## config.mk

```make
export PLATFORM = sky130hd
export DESIGN_NAME = ipv4_tcp_udp_flow_header_parser_unit
export DESIGN_NICKNAME = d
export VERILOG_FILES = /design/src/sv/fhp_pkg.sv /design/src/sv/ipv4_tcp_udp_flow_header_parser_unit.sv
export SDC_FILE = /design/constraint.sdc
export NUM_CORES = 1
export LEC_CHECK = 0
export ABC_AREA = 1
export BUFFER_PORTS_ARGS = -buffer_cell sky130_fd_sc_hd__buf_2
export CORE_MARGIN = 3
export CORE_UTILIZATION = 45
export CTS_CLUSTER_SIZE = 24
export DETAILED_ROUTE_END_ITERATION = 12
export HOLD_SLACK_MARGIN = 0.03
export SYNTH_ARGS = -nofsm -noshare
export SYNTH_HDL_FRONTEND = slang
export SYNTH_SLANG_ARGS = --single-unit
```

## constraint.sdc

```tcl
create_clock -name clk_i -period 9 [get_ports clk_i]
set_clock_uncertainty 0.2 [all_clocks]
set_input_delay 0.9 -clock clk_i [delete_from_list [all_inputs] [get_ports clk_i]]
set_output_delay 0.9 -clock clk_i [all_outputs]
set_load 0.1 [all_outputs]
```

## src/sv/fhp_pkg.sv

```systemverilog
// Package for the ethernet ipv4 tcp/udp flow header parser.
// Holds the frame layout constants, protocol codes and stream bit positions.
// No dependencies; used by the parser top level and its checker.
package fhp_pkg;

  // default width of the frame byte position counter
  localparam int unsigned OFFSET_BITS_DEF = 16;

  // frame layout
  localparam logic [7:0]  ETH_HDR_LEN    = 8'd14;
  localparam logic [5:0]  MIN_HDR_LEN    = 6'd20;
  localparam logic [3:0]  MIN_HDR_WORDS  = 4'd5;
  localparam logic [15:0] UDP_HDR_LEN    = 16'd8;
  localparam logic [15:0] ETHERTYPE_IPV4 = 16'h0800;

  // byte positions inside the frame
  localparam int unsigned POS_ETYPE_HI = 12;
  localparam int unsigned POS_ETYPE_LO = 13;
  localparam int unsigned POS_IHL      = 14;
  localparam int unsigned POS_TOTAL_HI = 16;
  localparam int unsigned POS_TOTAL_LO = 17;
  localparam int unsigned POS_PROTO    = 23;
  localparam int unsigned POS_SRC_LO   = 26;
  localparam int unsigned POS_SRC_HI   = 29;
  localparam int unsigned POS_DST_LO   = 30;
  localparam int unsigned POS_DST_HI   = 33;
  localparam int unsigned TCP_OFF_POS  = 12;

  // ip protocol numbers
  localparam logic [7:0] IP_PROTO_TCP = 8'd6;
  localparam logic [7:0] IP_PROTO_UDP = 8'd17;

  // request method prefixes
  localparam logic [23:0] HTTP_GET  = 24'h474554;
  localparam logic [31:0] HTTP_POST = 32'h504F5354;

  // result stream packing
  localparam int unsigned OUT_DATA_W = 112;
  localparam int unsigned OUT_USER_W = 3;
  localparam int unsigned USER_VALID = 0;
  localparam int unsigned USER_UDP   = 1;
  localparam int unsigned USER_HTTP  = 2;

endpackage

```

## src/sv/ipv4_tcp_udp_flow_header_parser_unit.sv

```systemverilog
// The flow record is registered and shows on the master side in the cycle after the last frame byte is accepted.
// The input takes one frame byte per cycle while not stalled; the next frame may start right after a last byte.
// The input stalls only while a finished record waits on the master side.
// Reset (rst_ni low, asynchronous) clears the frame state and drops the record valid.
// Depends on fhp_pkg for frame layout and protocol constants.
module ipv4_tcp_udp_flow_header_parser_unit #(
  parameter int unsigned OFFSET_BITS = fhp_pkg::OFFSET_BITS_DEF
) (
  input  logic                            clk_i,
  input  logic                            rst_ni,
  // frame byte stream
  input  logic                            s_axis_tvalid_i,
  output logic                            s_axis_tready_o,
  input  logic [7:0]                      s_axis_tdata_i,  // [7:0] frame_byte
  input  logic                            s_axis_tlast_i,  // last_byte
  // flow record stream
  output logic                            m_axis_tvalid_o,
  input  logic                            m_axis_tready_i,
  // [31:0] source_address, [63:32] dest_address, [79:64] source_port,
  // [95:80] dest_port, [111:96] payload_len
  output logic [fhp_pkg::OUT_DATA_W-1:0]  m_axis_tdata_o,
  // [0] flow_valid, [1] protocol_kind, [2] http_request
  output logic [fhp_pkg::OUT_USER_W-1:0]  m_axis_tuser_o
);

  localparam int unsigned PW = OFFSET_BITS;
  localparam int unsigned CW = (PW + 1 > 17) ? PW + 1 : 17;
  localparam logic [PW-1:0] POS_MAX = {PW{1'b1}};

  // frame state
  logic [PW-1:0] pos_q;
  logic [15:0]   ether_q, ether_d;
  logic [3:0]    ip_words_q, ip_words_d;
  logic [15:0]   ip_total_q, ip_total_d;
  logic [7:0]    proto_q, proto_d;
  logic [31:0]   src_addr_q, src_addr_d;
  logic [31:0]   dst_addr_q, dst_addr_d;
  logic [15:0]   src_port_q, src_port_d;
  logic [15:0]   dst_port_q, dst_port_d;
  logic [3:0]    tcp_words_q, tcp_words_d;
  logic [31:0]   head_q, head_d;

  // result register
  logic                           out_valid_q;
  logic [fhp_pkg::OUT_DATA_W-1:0] out_data_q, out_data_d;
  logic [fhp_pkg::OUT_USER_W-1:0] out_user_q, out_user_d;

  logic in_acc;
  logic [7:0] b;

  assign b               = s_axis_tdata_i;
  assign s_axis_tready_o = !out_valid_q || m_axis_tready_i;
  assign in_acc          = s_axis_tvalid_i && s_axis_tready_o;

  // transport and payload start positions from the stored header lengths
  logic          hdr_ok, pay_ok;
  logic [7:0]    t_pos, p_pos;
  logic [PW-1:0] t_w, p_w, p_diff;

  assign hdr_ok = (pos_q > PW'(fhp_pkg::POS_IHL)) && (ip_words_q >= fhp_pkg::MIN_HDR_WORDS);
  assign t_pos  = fhp_pkg::ETH_HDR_LEN + {2'b00, ip_words_q, 2'b00};
  assign p_pos  = t_pos + {2'b00, tcp_words_q, 2'b00};
  assign t_w    = PW'(t_pos);
  assign p_w    = PW'(p_pos);
  assign p_diff = pos_q - p_w;
  assign pay_ok = hdr_ok && (pos_q > t_w + PW'(fhp_pkg::TCP_OFF_POS)) &&
                  (tcp_words_q >= fhp_pkg::MIN_HDR_WORDS);

  // capture the current byte into the header fields
  always_comb begin
    ether_d     = ether_q;
    ip_words_d  = ip_words_q;
    ip_total_d  = ip_total_q;
    proto_d     = proto_q;
    src_addr_d  = src_addr_q;
    dst_addr_d  = dst_addr_q;
    src_port_d  = src_port_q;
    dst_port_d  = dst_port_q;
    tcp_words_d = tcp_words_q;
    head_d      = head_q;
    if (pos_q == PW'(fhp_pkg::POS_ETYPE_HI) || pos_q == PW'(fhp_pkg::POS_ETYPE_LO)) begin
      ether_d = {ether_q[7:0], b};
    end
    if (pos_q == PW'(fhp_pkg::POS_IHL)) begin
      ip_words_d = b[3:0];
    end
    if (pos_q == PW'(fhp_pkg::POS_TOTAL_HI) || pos_q == PW'(fhp_pkg::POS_TOTAL_LO)) begin
      ip_total_d = {ip_total_q[7:0], b};
    end
    if (pos_q == PW'(fhp_pkg::POS_PROTO)) begin
      proto_d = b;
    end
    if (pos_q >= PW'(fhp_pkg::POS_SRC_LO) && pos_q <= PW'(fhp_pkg::POS_SRC_HI)) begin
      src_addr_d = {src_addr_q[23:0], b};
    end
    if (pos_q >= PW'(fhp_pkg::POS_DST_LO) && pos_q <= PW'(fhp_pkg::POS_DST_HI)) begin
      dst_addr_d = {dst_addr_q[23:0], b};
    end
    if (hdr_ok) begin
      if (pos_q == t_w || pos_q == t_w + PW'(1)) begin
        src_port_d = {src_port_q[7:0], b};
      end
      if (pos_q == t_w + PW'(2) || pos_q == t_w + PW'(3)) begin
        dst_port_d = {dst_port_q[7:0], b};
      end
      if (pos_q == t_w + PW'(fhp_pkg::TCP_OFF_POS)) begin
        tcp_words_d = b[7:4];
      end
    end
    if (pay_ok && pos_q >= p_w && p_diff < PW'(4)) begin
      case (p_diff[1:0])
        2'd0:    head_d[31:24] = b;
        2'd1:    head_d[23:16] = b;
        2'd2:    head_d[15:8]  = b;
        default: head_d[7:0]   = b;
      endcase
    end
  end

  // length checks and record build on the captured fields
  logic [5:0]    ihl, thl;
  logic [7:0]    te;
  logic [PW:0]   caplen;
  logic          base_ok, tcp_ok, udp_ok, rec_valid, http;
  logic [15:0]   tcp_plen, udp_plen;
  logic [CW-1:0] need;

  always_comb begin
    ihl      = {ip_words_d, 2'b00};
    thl      = {tcp_words_d, 2'b00};
    te       = fhp_pkg::ETH_HDR_LEN + {2'b00, ihl};
    caplen   = {1'b0, pos_q} + (PW+1)'(1);
    base_ok  = (ether_d == fhp_pkg::ETHERTYPE_IPV4) && (ihl >= fhp_pkg::MIN_HDR_LEN) &&
               (caplen >= (PW+1)'(te) + (PW+1)'(4));
    tcp_ok   = (proto_d == fhp_pkg::IP_PROTO_TCP) &&
               (caplen >= (PW+1)'(te) + (PW+1)'(fhp_pkg::TCP_OFF_POS + 1)) &&
               (thl >= fhp_pkg::MIN_HDR_LEN) &&
               (ip_total_d >= 16'(ihl) + 16'(thl));
    tcp_plen = ip_total_d - 16'(ihl) - 16'(thl);
    udp_ok   = (proto_d == fhp_pkg::IP_PROTO_UDP) &&
               (ip_total_d >= 16'(ihl) + fhp_pkg::UDP_HDR_LEN);
    udp_plen = ip_total_d - 16'(ihl) - fhp_pkg::UDP_HDR_LEN;
    need     = CW'(te) + CW'(thl) + CW'(tcp_plen);
    http     = (tcp_plen != 16'd0) && (CW'(caplen) >= need) &&
               (((tcp_plen >= 16'd3) && (head_d[31:8] == fhp_pkg::HTTP_GET)) ||
                ((tcp_plen >= 16'd4) && (head_d == fhp_pkg::HTTP_POST)));
    rec_valid = base_ok && (tcp_ok || udp_ok);

    out_data_d = '0;
    out_user_d = '0;
    if (rec_valid) begin
      out_data_d = {(tcp_ok ? tcp_plen : udp_plen), dst_port_d, src_port_d,
                    dst_addr_d, src_addr_d};
      out_user_d[fhp_pkg::USER_VALID] = 1'b1;
      out_user_d[fhp_pkg::USER_UDP]   = !tcp_ok;
      out_user_d[fhp_pkg::USER_HTTP]  = tcp_ok && http;
    end
  end

  // frame state registers, cleared after each last byte
  always_ff @(posedge clk_i or negedge rst_ni) begin
    if (!rst_ni) begin
      pos_q       <= '0;
      ether_q     <= '0;
      ip_words_q  <= '0;
      ip_total_q  <= '0;
      proto_q     <= '0;
      src_addr_q  <= '0;
      dst_addr_q  <= '0;
      src_port_q  <= '0;
      dst_port_q  <= '0;
      tcp_words_q <= '0;
      head_q      <= '0;
    end else if (in_acc) begin
      if (s_axis_tlast_i) begin
        pos_q       <= '0;
        ether_q     <= '0;
        ip_words_q  <= '0;
        ip_total_q  <= '0;
        proto_q     <= '0;
        src_addr_q  <= '0;
        dst_addr_q  <= '0;
        src_port_q  <= '0;
        dst_port_q  <= '0;
        tcp_words_q <= '0;
        head_q      <= '0;
      end else begin
        pos_q       <= (pos_q == POS_MAX) ? pos_q : pos_q + PW'(1);
        ether_q     <= ether_d;
        ip_words_q  <= ip_words_d;
        ip_total_q  <= ip_total_d;
        proto_q     <= proto_d;
        src_addr_q  <= src_addr_d;
        dst_addr_q  <= dst_addr_d;
        src_port_q  <= src_port_d;
        dst_port_q  <= dst_port_d;
        tcp_words_q <= tcp_words_d;
        head_q      <= head_d;
      end
    end
  end

  // record valid
  always_ff @(posedge clk_i or negedge rst_ni) begin
    if (!rst_ni) begin
      out_valid_q <= 1'b0;
    end else if (in_acc && s_axis_tlast_i) begin
      out_valid_q <= 1'b1;
    end else if (m_axis_tready_i) begin
      out_valid_q <= 1'b0;
    end
  end

  // record payload
  always_ff @(posedge clk_i) begin
    if (in_acc && s_axis_tlast_i) begin
      out_data_q <= out_data_d;
      out_user_q <= out_user_d;
    end
  end

  assign m_axis_tvalid_o = out_valid_q;
  assign m_axis_tdata_o  = out_data_q;
  assign m_axis_tuser_o  = out_user_q;

endmodule

```

==> parameters.txt <==
Parameter                              Value

Run status
  Result of the run    complete, no violations

Synth
  Warnings, synthesis    0
  Sequential cell area fraction in the yosys report    44.3%
  Commonest register cell after synthesis    sky130_fd_sc_hd__dfrtp_1
  Area contributors post-synth    sky130_fd_sc_hd__dfrtp_1 (26%), sky130_fd_sc_hd__edfxtp_1 (18%), sky130_fd_sc_hd__nand2_1 (10%)
  Count of distinct cell types in the synthesized netlist    57
  Synth top cells by count    sky130_fd_sc_hd__nand2_1 (519), sky130_fd_sc_hd__inv_1 (370), sky130_fd_sc_hd__o21ai_0 (236)
  Biggest area consumer among synthesized cells    sky130_fd_sc_hd__dfrtp_1
  Mapped Cells    2350
  Cell with the most instances after synthesis    sky130_fd_sc_hd__nand2_1
  Async set or reset register ratio after synthesis    62.7%
  Post-synthesis instance area    0.0187 sq mm
  Mean Syn Cell Area    7.96 sq um
  Post-synth top area share    25.8%
  Flops & latches, synth    308
  Post-synth EDFFs    115

Floorplan
  Floorplan die width    210 um
  Starting density of the core    45.7%
  Std cell rows    74
  Core area    0.0409 sq mm
  Die Span Y    210 um
  I/O pins    130
  Die outline area    0.0441 sq mm

GRT
  Wire length of the first global-routing pass    83.9 mm
  Number of antenna violations at the first check in global routing    2
  Largest net degree at the start of global routing    134
  Aggregate global-route resource usage    24.0%
  Number of global-route vias before repair    15.3k
  Leftover overflow at the end of global routing    0

Clock tree
  Clock-pin slew reported for the worst setup and hold paths after clock tree synthesis    0.06 ns
  H-tree lvl count    2
  Setup fix buffers added after clock tree synthesis    0
  Clock sinks    308
  Resize count post-CTS    0
  TritonCTS Buffers    36
  Clock Tree Root    sky130_fd_sc_hd__clkbuf_16
  Clock tree from TritonCTS    done
  CTS Hold Buffers Added    0
  Number of buffers between clock root and the deepest sink    3
  Clock network latency to the later pin of the worst-skew pair    0.55 ns

Pwr
  Peak supply drop    0.147 mV
  Fraction of power spent switching nets    26.9%
  Clock power share    44.9%
  Internal portion of total power    2.39 mW
  Total power    3.27 mW
  Power share of the combinational group    9.7%
  Sequential share of power    45.4%
  LEAKAGE    9.80 nW
  Power spent charging and discharging nets    881 uW
  Power Dens Cells    156 mW/mm^2

STA
  Maximum clock frequency    127 MHz
  Worst slew pin tran    1.12 ns
  Final-layout worst hold slack    0.183 ns
  Setup repair after global routing missed its margin    false
  Final Max Tran Viols    0
  Count of endpoints failing hold in the final timing report    0
  Setup TNS    0 ns
  Rel. slew slack    25.1%
  Final worst path period share    87.6%
  Minimum clock period after layout    7.89 ns
  Setup-violating endpoint count in the final report    0

Place
  Post-Place Cell Area    0.0198 sq mm
  Routability-driven placement congestion ratio    0.925
  IO buf count    129
  Estimated wirelength of the detail-placed design    37.1 mm

Final layout
  Footprint of the flip-flops and latches    0.00828 sq mm
  Fill cell instance count of the final layout    3975
  Layout cells sized above 1    12.5%
  Design Area, Final    0.0210 sq mm
  Nets@finish    2552
  Fin util    51.3%
  Antenna cell count    0
  Relative area change from synthesis to final layout    12.1%
  Area used by multi-input combinational logic    0.00859 sq mm

Critical path
  Cell family with the largest share of critical-path delay    simple AND/OR/NAND/NOR gates
  Startpoint Class    flop
  Critical-path top delay cell    sky130_fd_sc_hd__ha_1
  Delay of the slowest critical-path stage    0.56 ns
  Crit Path Class    flop to flop
  Data arrival time of the critical path    8.10 ns
  Library cell appearing most often on the critical path    sky130_fd_sc_hd__nand2_1
  Required @ worst endpoint    9.21 ns
  Capturing element type of the critical path    flop
  Largest fanout on the critical path    28
  Total buffers and inverters traversed by the critical path    6

Routing
  Post-detailed-route DRC marker count    0
  Count of nets left with antenna violations after detail routing    0
  Router iterations before antenna repair    5
  Sum of routed wire length over all layers    53.7 mm
  Routed len/inst    17.9 um
  Number of DRC markers after the initial detailed-route iteration    1158
  Via count    16.1k
  Drt via density    5.37

Flow run
  Number of max-cap violations    0

Hold path
  Classification of the worst-slack hold path    input port to asynchronous set/reset pin
final timing paths:
kind	startpoint	end	slack, ns	cells after the start
max in group asynchronous	rst_ni	src_port_q[3]	6.99	2
min	rst_ni	ip_total_q[13]	0.18	1
min in group clk_i	ip_total_q[15]	ip_total_q[15]	0.28	2
min reg2reg	ip_total_q[15]	ip_total_q[15]	0.28	2
max	pos_q[0]	m_axis_tuser_o[2]	1.11	41
max reg2reg	pos_q[0]	m_axis_tuser_o[2]	1.11	41
layout make-up:
| cell class | count | area share, % |
|---|---|---|
| tap | 532 | 3.17 |
| clock inverter | 13 | 0.585 |
| clock buffer | 52 | 5.02 |
| timing repair buffer | 145 | 3.75 |
| inverter | 389 | 7.01 |
| multi-input combinational | 1564 | 41.0 |
| sequential | 308 | 39.5 |
stage by stage:
| step | setup WS (ns) | std cells |
|---|---|---|
| 6_report | 1.11 | 3003 |
| 5_1_grt | 0.357 | 3003 |
| 4_1_cts | 1.19 | 3003 |
| 3_5_place_dp | 1.24 | 2938 |
| 3_3_place_gp | 1.61 | 2938 |
| 2_1_floorplan | 0.742 | 2352 |
kinds of logic (layout without fill, tap and decap cells):
kind of cell / Yosys count / after routing / share of synthesized area, %
AO/OA/AOI/OAI: 485 / 485 / 14.4
XOR/XNOR: 54 / 54 / 2.61
adder cells (fa/ha/maj): 95 / 95 / 6.63
buffers and inverters: 480 / 599 / 10.0
flip-flops: 308 / 308 / 44.3
other: 1 / 3 / 0.0200
AND/OR/NAND/NOR: 927 / 927 / 22.0
power by group through the flow:
stage | Clock, mW | Combinational (mW) | Sequential, mW
floorplan | 0 | 0.0936 | 1.65
global placement | 0 | 0.318 | 1.51
detailed placement | 0 | 0.318 | 1.51
CTS | 1.50 | 0.318 | 1.48
global route | 1.56 | 0.334 | 1.49
finish | 1.47 | 0.317 | 1.48
flip-flops by register name, summed over array words and instances, names as in the netlist:
| signal | flops |
|---|---|
| dst_addr_q | 32 |
| ether_q | 16 |
| m_axis_tdata_o | 112 |
| m_axis_tuser_o | 3 |
| src_addr_q | 32 |
| dst_port_q | 16 |
| m_axis_tvalid_o | 1 |
| head_q | 32 |
| pos_q | 16 |
| proto_q | 8 |
| tcp_words_q | 4 |
| ip_words_q | 4 |
| ip_total_q | 16 |
| src_port_q | 16 |
cells in the final DEF (no fill, tap or decap), drive strengths merged, types with 4 or more instances in the layout:
cell type and n:
nand2 532, inv 392, o21ai 259, nor2 230, dfrtp 193, buf 144, o22ai 142, edfxtp 115
nand3 89, ha 88, a21oi 56, clkbuf 53, xor2 43, nand4 42, nor3 20, xnor2 11
fa 7, clkinv 7, a21o 5, a22o 5, nor4 5, nand3b 4
metal layers:
layer	share of wire [%]	GRT usage (%)	wire, um	vias up
met4	3.4	8.48	1850	0
met1	45	32.8	24100	7651
li1	-	-	-	7908
met2	46	39.1	24700	461
met5	0	0	0	-
met3	5.6	3.53	3030	99
No activity file was read; power rests on OpenSTA's default activity.
